## config.mk

```make
export PLATFORM = sky130hd
export DESIGN_NAME = ultrasonic_echo_ranger_core
export DESIGN_NICKNAME = d
export VERILOG_FILES = /design/src/hdl/uer_pkg.sv /design/src/hdl/uer_step.sv /design/src/hdl/ultrasonic_echo_ranger_core.sv
export SDC_FILE = /design/constraint.sdc
export NUM_CORES = 1
export LEC_CHECK = 0
export BUFFER_PORTS_ARGS = -buffer_cell sky130_fd_sc_hd__buf_2
export CORE_MARGIN = 4
export CORE_UTILIZATION = 39
export DETAILED_ROUTE_END_ITERATION = 7
export HOLD_SLACK_MARGIN = 0.06
export PLACE_DENSITY_LB_ADDON = 0.3
export SETUP_SLACK_MARGIN = 0.5
export SYNTH_ARGS = -nofsm -noshare
export SYNTH_HDL_FRONTEND = slang
export SYNTH_HIERARCHICAL = 1
export SYNTH_SLANG_ARGS = --single-unit
```

## constraint.sdc

```tcl
create_clock -name clk_i -period 9.5 [get_ports clk_i]
set_input_delay 0.475 -clock clk_i [delete_from_list [all_inputs] [get_ports clk_i]]
set_output_delay 0.475 -clock clk_i [all_outputs]
set_load 0.02 [all_outputs]
```

## src/hdl/uer_pkg.sv

```systemverilog
// ----------------------------------------------------------------------------
// uer_pkg - shared types and constants of the echo ranger
// Word layouts, state record, register codes and reset values.
// ----------------------------------------------------------------------------
`default_nettype none

package uer_pkg;

  localparam int CntW   = 17;
  localparam int DistW  = 13;  // internal distance, holds up to 2259 cm plus sign
  localparam int OutDW  = 12;
  localparam int ThrW   = 11;
  localparam int PerW   = 16;
  localparam int TmoW   = 16;
  localparam int TickW  = 10;
  localparam int TimeW  = 32;

  localparam logic [CntW-1:0] CntMax = '1;

  // x / 58 == (x >> 1) / 29; the reciprocal is exact for any 16-bit dividend
  localparam logic [31:0] Div29Mult  = 32'd36158;
  localparam int          Div29Shift = 20;

  localparam logic CmdTick = 1'b0;
  localparam logic CmdPoll = 1'b1;

  localparam logic [1:0] CfgPeriod    = 2'd0;
  localparam logic [1:0] CfgThreshold = 2'd1;
  localparam logic [1:0] CfgTimeout   = 2'd2;
  localparam logic [1:0] CfgTick      = 2'd3;

  localparam logic [PerW-1:0]  PeriodRst    = 16'd80;
  localparam logic [ThrW-1:0]  ThresholdRst = 11'd20;
  localparam logic [TmoW-1:0]  TimeoutRst   = 16'd40000;
  localparam logic [TickW-1:0] TickRst      = 10'd50;
  localparam logic [DistW-1:0] DistNone     = '1;

  typedef struct packed {
    logic [PerW-1:0]  period_ms;
    logic [ThrW-1:0]  obstacle_threshold_cm;
    logic [TmoW-1:0]  timeout_us;
    logic [TickW-1:0] tick_us;
  } cfg_t;

  typedef struct packed {
    logic             command;
    logic             echo_level;
    logic [TimeW-1:0] now_ms;
  } item_t;

  typedef struct packed {
    logic [CntW-1:0]  echo_time;
    logic [CntW-1:0]  wait_time;
    logic             busy;
    logic [DistW-1:0] last_distance;
    logic [TimeW-1:0] last_start_ms;
  } state_t;

  typedef struct packed {
    logic             trigger_start;
    logic [OutDW-1:0] distance_cm;
    logic             measuring;
    logic             obstacle;
    logic             done_res;
    logic             timed_out;
  } result_t;

endpackage

`default_nettype wire

```

## src/hdl/uer_step.sv

```systemverilog
// ----------------------------------------------------------------------------
// uer_step - next-state and result logic for one word
// Poll start check, tick counting, finish with distance, timeout abort.
// ----------------------------------------------------------------------------
`default_nettype none

module uer_step (
  input  uer_pkg::item_t   item_i,
  input  uer_pkg::state_t  state_i,
  input  uer_pkg::cfg_t    cfg_i,
  output uer_pkg::state_t  state_o,
  output uer_pkg::result_t result_o
);

  logic [uer_pkg::TimeW-1:0] elapsed;
  logic [uer_pkg::CntW:0]    echo_sum;
  logic [uer_pkg::CntW:0]    wait_sum;
  logic [uer_pkg::CntW-1:0]  echo_sat;
  logic [uer_pkg::CntW-1:0]  wait_sat;
  logic [31:0]               prod;
  logic [uer_pkg::DistW-1:0] quot;
  logic                      trig;
  logic                      done;
  logic                      tmo;
  uer_pkg::state_t           nxt;

  assign elapsed  = item_i.now_ms - state_i.last_start_ms;
  assign echo_sum = {1'b0, state_i.echo_time} + (uer_pkg::CntW+1)'(cfg_i.tick_us);
  assign wait_sum = {1'b0, state_i.wait_time} + (uer_pkg::CntW+1)'(cfg_i.tick_us);
  assign echo_sat = echo_sum[uer_pkg::CntW] ? uer_pkg::CntMax
                                            : echo_sum[uer_pkg::CntW-1:0];
  assign wait_sat = wait_sum[uer_pkg::CntW] ? uer_pkg::CntMax
                                            : wait_sum[uer_pkg::CntW-1:0];

  assign prod = {16'd0, state_i.echo_time[uer_pkg::CntW-1:1]} * uer_pkg::Div29Mult;
  assign quot = {1'b0, prod[31:uer_pkg::Div29Shift]};

  always_comb begin
    nxt  = state_i;
    trig = 1'b0;
    done = 1'b0;
    tmo  = 1'b0;
    if (item_i.command == uer_pkg::CmdPoll) begin
      if (elapsed >= uer_pkg::TimeW'(cfg_i.period_ms) && !state_i.busy) begin
        nxt.last_start_ms = item_i.now_ms;
        nxt.echo_time     = '0;
        nxt.wait_time     = '0;
        nxt.busy          = 1'b1;
        trig              = 1'b1;
      end
    end else if (state_i.busy) begin
      if (item_i.echo_level) begin
        nxt.echo_time = echo_sat;
      end else if (state_i.echo_time != '0) begin
        nxt.last_distance = quot;
        nxt.busy          = 1'b0;
        done              = 1'b1;
      end else begin
        nxt.wait_time = wait_sat;
      end
      // abort check follows the update, so it can override a finish
      if (nxt.echo_time > uer_pkg::CntW'(cfg_i.timeout_us) ||
          nxt.wait_time > uer_pkg::CntW'(cfg_i.timeout_us)) begin
        nxt.last_distance = uer_pkg::DistNone;
        nxt.busy          = 1'b0;
        nxt.echo_time     = '0;
        nxt.wait_time     = '0;
        done              = 1'b0;
        tmo               = 1'b1;
      end
    end
  end

  assign state_o = nxt;

  assign result_o.trigger_start = trig;
  assign result_o.distance_cm   = nxt.last_distance[uer_pkg::OutDW-1:0];
  assign result_o.measuring     = nxt.busy;
  assign result_o.obstacle      = !nxt.last_distance[uer_pkg::DistW-1] &&
                                  (nxt.last_distance != '0) &&
                                  (nxt.last_distance[uer_pkg::DistW-2:0] <
                                   (uer_pkg::DistW-1)'(cfg_i.obstacle_threshold_cm));
  assign result_o.done_res      = done;
  assign result_o.timed_out     = tmo;

endmodule

`default_nettype wire

```

## src/hdl/ultrasonic_echo_ranger_core.sv

```systemverilog
// ----------------------------------------------------------------------------
// ultrasonic_echo_ranger_core - echo-pulse ranging controller
// Two-stage word pipeline around the measurement state and register file.
// ----------------------------------------------------------------------------
// Usage:
//   Input channel (in_valid_i / in_stall_o) carries a word: command_i = 1 is
//   a poll with now_ms_i, command_i = 0 is a sample tick with echo_level_i.
//   Each input word yields exactly one result word on the output channel
//   (out_valid_o / out_stall_i): trigger strobe, last distance (-1 = none or
//   timeout), measuring flag, obstacle flag, done and timeout strobes.
//   A word passes the input register, then the result register; throughput
//   is one word per cycle without receiver stalls, limited by the single
//   state update per word. The distance is a reciprocal multiply (one
//   16x16 multiplier) in the update stage.
//   When the receiver stalls, the result register holds and an empty input
//   register still takes one more word before in_stall_o rises.
//   Configuration (cfg_we_i, cfg_idx_i, cfg_data_i) writes one register per
//   cycle: 0 period_ms, 1 obstacle_threshold_cm, 2 timeout_us, 3 tick_us.
//   Reset restores register defaults (80, 20, 40000, 50), clears the
//   counters and busy, and sets the last distance to -1.
// ----------------------------------------------------------------------------
`default_nettype none

module ultrasonic_echo_ranger_core (
  input  wire logic               clk_i,
  input  wire logic               rst_ni,
  input  wire logic               cfg_we_i,
  input  wire logic [1:0]         cfg_idx_i,
  input  wire logic [15:0]        cfg_data_i,
  input  wire logic               in_valid_i,
  output logic                    in_stall_o,
  input  wire logic               command_i,
  input  wire logic               echo_level_i,
  input  wire logic [31:0]        now_ms_i,
  output logic                    out_valid_o,
  input  wire logic               out_stall_i,
  output logic                    trigger_start_o,
  output logic signed [11:0]      distance_cm_o,
  output logic                    measuring_o,
  output logic                    obstacle_o,
  output logic                    done_res_o,
  output logic                    timed_out_o
);

  uer_pkg::cfg_t    cfg_q;
  uer_pkg::state_t  state_q;
  uer_pkg::state_t  state_d;
  uer_pkg::item_t   item_q;
  uer_pkg::result_t res_q;
  uer_pkg::result_t res_d;
  logic             in_valid_q;
  logic             in_valid_d;
  logic             out_valid_q;
  logic             out_valid_d;
  logic             advance;
  logic             in_take;

  // config registers
  always_ff @(posedge clk_i or negedge rst_ni) begin
    if (!rst_ni) begin
      cfg_q.period_ms             <= uer_pkg::PeriodRst;
      cfg_q.obstacle_threshold_cm <= uer_pkg::ThresholdRst;
      cfg_q.timeout_us            <= uer_pkg::TimeoutRst;
      cfg_q.tick_us               <= uer_pkg::TickRst;
    end else if (cfg_we_i) begin
      unique case (cfg_idx_i)
        uer_pkg::CfgPeriod:    cfg_q.period_ms             <= cfg_data_i;
        uer_pkg::CfgThreshold: cfg_q.obstacle_threshold_cm <= cfg_data_i[uer_pkg::ThrW-1:0];
        uer_pkg::CfgTimeout:   cfg_q.timeout_us            <= cfg_data_i;
        uer_pkg::CfgTick:      cfg_q.tick_us               <= cfg_data_i[uer_pkg::TickW-1:0];
        default: ;
      endcase
    end
  end

  // handshake
  assign advance     = in_valid_q && (!out_valid_q || !out_stall_i);
  assign in_stall_o  = in_valid_q && !advance;
  assign in_take     = in_valid_i && !in_stall_o;
  assign in_valid_d  = in_take || (in_valid_q && !advance);
  assign out_valid_d = advance || (out_valid_q && out_stall_i);

  always_ff @(posedge clk_i or negedge rst_ni) begin
    if (!rst_ni) begin
      in_valid_q  <= 1'b0;
      out_valid_q <= 1'b0;
    end else begin
      in_valid_q  <= in_valid_d;
      out_valid_q <= out_valid_d;
    end
  end

  always_ff @(posedge clk_i) begin
    if (in_take) begin
      item_q.command    <= command_i;
      item_q.echo_level <= echo_level_i;
      item_q.now_ms     <= now_ms_i;
    end
  end

  uer_step u_step (
    .item_i   (item_q),
    .state_i  (state_q),
    .cfg_i    (cfg_q),
    .state_o  (state_d),
    .result_o (res_d)
  );

  always_ff @(posedge clk_i or negedge rst_ni) begin
    if (!rst_ni) begin
      state_q.echo_time     <= '0;
      state_q.wait_time     <= '0;
      state_q.busy          <= 1'b0;
      state_q.last_distance <= uer_pkg::DistNone;
      state_q.last_start_ms <= '0;
    end else if (advance) begin
      state_q <= state_d;
    end
  end

  always_ff @(posedge clk_i) begin
    if (advance) begin
      res_q <= res_d;
    end
  end

  assign out_valid_o     = out_valid_q;
  assign trigger_start_o = res_q.trigger_start;
  assign distance_cm_o   = $signed(res_q.distance_cm);
  assign measuring_o     = res_q.measuring;
  assign obstacle_o      = res_q.obstacle;
  assign done_res_o      = res_q.done_res;
  assign timed_out_o     = res_q.timed_out;

  a_done_xor_tmo: assert property (@(posedge clk_i) disable iff (!rst_ni)
    out_valid_q |-> !(res_q.done_res && res_q.timed_out))
    else $error("done and timeout in one word");

  a_trig_busy: assert property (@(posedge clk_i) disable iff (!rst_ni)
    (out_valid_q && res_q.trigger_start) |-> res_q.measuring)
    else $error("trigger without measurement");

  a_tmo_dist: assert property (@(posedge clk_i) disable iff (!rst_ni)
    (out_valid_q && res_q.timed_out) |-> (res_q.distance_cm == '1 && !res_q.obstacle))
    else $error("timeout word must carry distance -1");

  a_done_idle: assert property (@(posedge clk_i) disable iff (!rst_ni)
    (advance && (res_d.done_res || res_d.timed_out)) |=> !state_q.busy)
    else $error("measurement still busy after finish");

  a_no_stall_empty: assert property (@(posedge clk_i) disable iff (!rst_ni)
    !in_valid_q |-> !in_stall_o)
    else $error("stall with empty input register");

endmodule

`default_nettype wire
```

Yosys cells after proc, flatten, opt, wreduce, memory -nomap -nowiden
Cells that the tools add are included.
Storage, ports and cells
  flip-flop bits (word level): 186
  bits in latches: 0
  RAM bits: 0
  bits in read-only memories: 0
  input bits: 57
  output and inout port bits: 19
  memories kept: 0
Cells by class
  add/sub/neg operators: 3
  multipliers: 1
  divide/modulo/power cells: 0
  order comparisons: 4
  eq/ne operators: 4
  shift operators: 0
  muxes and demuxes: 18
  bitwise logic cells: 1
  reductions and logical operators: 29
Operator list (number)
  17-bit 2-to-1 mux: 6
  48-bit 2-to-1 mux: 2
  31-bit 2-to-1 mux: 3
  35-bit 2-to-1 mux: 2
  17-bit by 10-bit adder with 18-bit output: 2
  17-bit by 16-bit greater-than comparator with 1-bit output: 2
  32-bit by 16-bit >= comparator with 1-bit output: 1
  32-bit subtractor: 1
  16-bit by 15-bit multiplier with 31-bit output (second input constant): 1
  17-bit nonzero test: 1
  14-bit 2-to-1 mux: 1
  13-bit 2-to-1 mux: 1
  13-bit nonzero test: 1
  12-bit by 11-bit < comparator with 1-bit output: 1
  2-bit AND reduction: 4
  1-bit logical AND: 7
  1-bit zero test: 6
  3-bit AND reduction: 2
  2-bit == test (second input constant): 2
  1-bit logical OR: 4
  4-bit OR reduction: 1
  1-bit 2-to-1 mux: 3
  2-bit by 1-bit == test with 1-bit output (second input constant): 1
  2-bit zero test: 1
  other kinds (4): 4

Logic depth before layout (Yosys ltp)
  depth after elaboration: 14
  gate-level depth with buffers: 30
  depth with buffers taken out: 30

By module
The synthesis kept the hierarchy.
By module, submodules not included
  uer_step: times used 1, cells an instance 1288, area each 10452.5 µm², seq. area each 0.0 µm²
  ultrasonic_echo_ranger_core: times used 1, cells an instance 341, area each 6617.6 µm², seq. area each 4941.0 µm²

Least setup slack after synthesis
OpenSTA, ideal clock, no wires.
  path type: register to register
  from: reg state_q[76] (netlist name)
  to: reg res_q (netlist bit obstacle_o), data pin
  setup time: 0.174 ns
  arrival: 6.822 ns
  slack: 2.504 ns
  cell stages (with the launch flop): 28
  period minus slack after synthesis: 6.996 ns
  cell sequence: dfrtp_1 -> fa_1 -> inv_1 -> fa_1 -> inv_1 -> fa_1 -> fa_1 -> fa_1 -> inv_1 -> fa_1 -> inv_1 -> ha_1 -> o211ai_1 -> o2bb2ai_1 -> o31ai_1 -> a2bb2oi_1 -> a31o_2 -> nand2_1 -> a21oi_1 -> nor2b_1 -> o41ai_1 -> inv_1 -> ha_1 -> nand3_1 -> nor2_1 -> a2111oi_0 -> o21ai_0 -> a311oi_1
RTL lines
  start, declared: line ultrasonic_echo_ranger_core.sv:46  | uer_pkg::state_t state_q;
  start signal, assigned: line ultrasonic_echo_ranger_core.sv:117  | state_q <= state_d;
  end signal, assigned: line ultrasonic_echo_ranger_core.sv:123  | res_q <= res_d;
  end, declared: line ultrasonic_echo_ranger_core.sv:49  | uer_pkg::result_t res_q;

==> impl_results.md <==
- Outcome: complete, no violations
- Highest metal used: met5
- Initial antenna violation count: 2
- TritonCTS buffer count: 17
- YS warnings: 6
- Drt first pass iters: 5
- Die X: 217 µm
- Gate Count Post-Synth: 1629
- GR Util All Layers: 0.177
- Fraction of synthesized cell area in xor and xnor cells: 0.0308
- Skew-Pair Late Insertion Delay: 0.46 ns
- Multiplexer share of the synthesized area: 0.111
- Yosys reg bits: 186
- Fmax: 126 MHz
- DRT Wirelength: 40.9 mm
- Layout cells sized above 1: 0.176
- Worst Path Required: 9.78 ns
- Final Slew Violations: 0
- Worst-path clk slew: 0.08 ns
- Worst Tran Pin Value: 1.01 ns
- First-pass GRT wire length: 66.5 mm
- Total number of vias: 12100
- 1st-iter DRT viols: 737
- Tmin final: 7.95 ns
- Main combinational cell family by area after synthesis: adder cells
- Rows: 76
- Chip height: 217 µm
- Port Buffers: 75
- Post-synthesis sequential area ratio: 0.289
- Crit-path max FO: 15
- Ys flop type: dfrtp_1
- Root buf cell: clkbuf_16
- Largest net degree at the start of global routing: 87
- Leading area contributor after synthesis: ha_1
- Setup-failing EPs final: 0
- Syn_nets: 2008
- CP endpoint kind: flip-flop
- Synth Area per Inst: 10.5 µm²
- WL met3: 1.27 mm
- Post-route cell area: 18500 µm²
- N_diodes: 0
- Die Area: 47200 µm²
- WP data arrival: 8.23 ns
- Floorplan Core Area: 43200 µm²
- Async SR Flop Fraction: 0.726
- Nets: 2058
- DRT antenna net count: 0
- Final Hold Viols: 0
- Setup Total Neg Slack: 0 ns
- Worst setup SP type: flip-flop
- Synth Area in Compound Gates: 0.145
- Placed inst area: 17900 µm²
- Yosys cell types: 86
- Post-synth design cell area: 17100 µm²
- H-tree Lvls: 4
- Layout area overhead: 8.33%
- WL/cell: 17.9 µm
- Final Skew: 0.0120 ns
- Post-route DRC: 0
- Ports: 76
- Unrepaired setup endpoints after global routing: no
- DP HPWL: 31.8 mm
- Via density: 5.31
- Largest cells by area after synthesis: ha_1 18%, dfrtp_1 16%, fa_1 9.7%, edfxtp_1 9.0%, mux2_2 8.9%
- CP Class: reg2reg
- RePlAce Congestion: 0.862
- Number of synthesized flops with an enable pin: 51
- Num Clock Sinks: 186
- Period utilization: 0.837
- Met2 wire length: 19.4 mm
- Setup Fix Bufs, Post-CTS: 0
- Met1 Wirelength: 19.1 mm
- Post-synthesis simple-gate area fraction: 0.0773
- Synth Area in Adders: 0.273
- Clk buf depth: 2
- Top cell type's share of synthesized area: 0.175
- Vias in the first global route: 12400
- Relative slew slack: 0.324
- CTS Hold Bufs: 0
- Hold crit path type: in2async
- Resized cells post-CTS: 0
- Grt total ovfl: 0
- Max-cap violation count: 0
- Initial Utilization: 0.395
- TritonCTS clock tree: built
-- worst max-delay path, stage by stage (launching register included) --
cell       delay (ns)
dfrtp_1          0.74
inv_1            0.10
ha_1             0.36
xor2_1           0.16
ha_1             0.32
fa_1             0.53
fa_1             0.44
fa_1             0.54
inv_1            0.05
fa_1             0.52
inv_1            0.04
ha_1             0.34
a211oi_1         0.29
o2bb2ai_1        0.12
o31ai_1          0.51
a2bb2oi_1        0.36
a31o_2           0.26
nand2_1          0.06
a21oi_1          0.21
nor2b_1          0.08
o41ai_1          0.34
inv_1            0.14
ha_1             0.32
nand3_1          0.13
nor2_1           0.06
a2111oi_0        0.38
o21ai_0          0.15
a311oi_1         0.21
-- logic make-up after synthesis --
family                     after synthesis
DFF                                    186
and+or+nand+nor                        246
muxes                                  168
buffers and inverters                  301
adders and majority gates              322
AOI/OAI and AO/OA                      346
xor gates and xnor gates                60
-- metal layers --
| metal | vias to the layer above | global-route usage |
|---|---|---|
| met1 | 5943 | 0.238 |
| met3 | 61 | 0.0253 |
| met4 | 2 | 0.0570 |
| met2 | 220 | 0.295 |
| li1 | 5874 | - |
| met5 | - | 0 |
-- synth_stat cells, types with 10 or more instances --
master      n
o21ai_0    37
nor2_1     52
and3_1     18
xnor2_1    27
nand2_1    49
buf_4      24
a211oi_1   11
nor2b_1    17
clkbuf_1   14
a31oi_1    11
mux2_1     32
and2_1     15
nand4_1    20
o21bai_1   10
xor2_1     33
ha_1      239
edfxtp_1   51
o22a_1     10
inv_1     248
a32o_1     26
dfrtp_1   110
a21o_1     39
nand3_1    25
mux2_2    135
dfstp_2    25
fa_1       83
a21oi_1    89
nor3_1     15
o21a_1     19
-- state kept, by name, summed over array words and instances, names as in the netlist --
| register | cells |
|---|---|
| out_valid_o | 1 |
| obstacle_o | 1 |
| state_q | 80 |
| timed_out_o | 1 |
| in_valid_q | 1 |
| trigger_start_o | 1 |
| measuring_o | 1 |
| item_q | 34 |
| distance_cm_o | 12 |
| done_res_o | 1 |
| cfg_q | 53 |
-- layout by cell type, fill, tap and decap left out, types with 17 or more instances in the layout --
master,count
and3_1,18
nand4_1,20
clkbuf_16,17
mux2_2,135
fa_1,83
o21a_1,19
edfxtp_1,51
xnor2_1,27
a32o_1,26
a21o_1,39
nor2_1,52
xor2_1,33
ha_1,239
dfrtp_1,110
nand2_1,49
nand3_1,25
dfstp_2,25
inv_1,248
mux2_1,32
o21ai_0,37
nor2b_1,17
a21oi_1,89
buf_2,74
-- area by class of cell --
type | instances | area, µm²
Tap cell | 585 | 732
Multi-Input combinational cell | 1142 | 10900
Inverter | 250 | 940
Timing Repair Buffer | 82 | 434
Clock buffer | 17 | 425
Fill cell | 4217 | 24700
Sequential cell | 186 | 4940
Clock inverter | 15 | 150
-- per-stage QoR --
stage / utilization / hold slack [ns] / instances / setup WS, ns
finish: 0.428 / 0.0740 / 2277 / 1.55
global route: 0.428 / 0.134 / 2277 / 0.808
CTS: 0.428 / 0.135 / 2277 / 1.60
detailed placement: 0.415 / 0.489 / 2245 / 1.65
global placement: 0.415 / 0.469 / 2245 / 1.81
floorplan: - / 0.179 / 1629 / 2.50
-- worst paths after layout --
check                             startpoint           to  slack (ns)  depth (start not counted)
max in group asynchronous             rst_ni  state_q[27]        8.21                          2
worst max-delay path             state_q[73]   obstacle_o        1.55                         27
min in group clk_i              now_ms_i[12]   item_q[12]        0.19                          1
worst min-delay path                  rst_ni  state_q[59]        0.07                          1
worst max register to register   state_q[73]   obstacle_o        1.55                         27
worst min register to register    in_valid_q  out_valid_o        0.50                          1
Power is left out: the tool's default activity adds up to more than one toggle a clock period on the data nets, which glitch-free logic cannot reach.
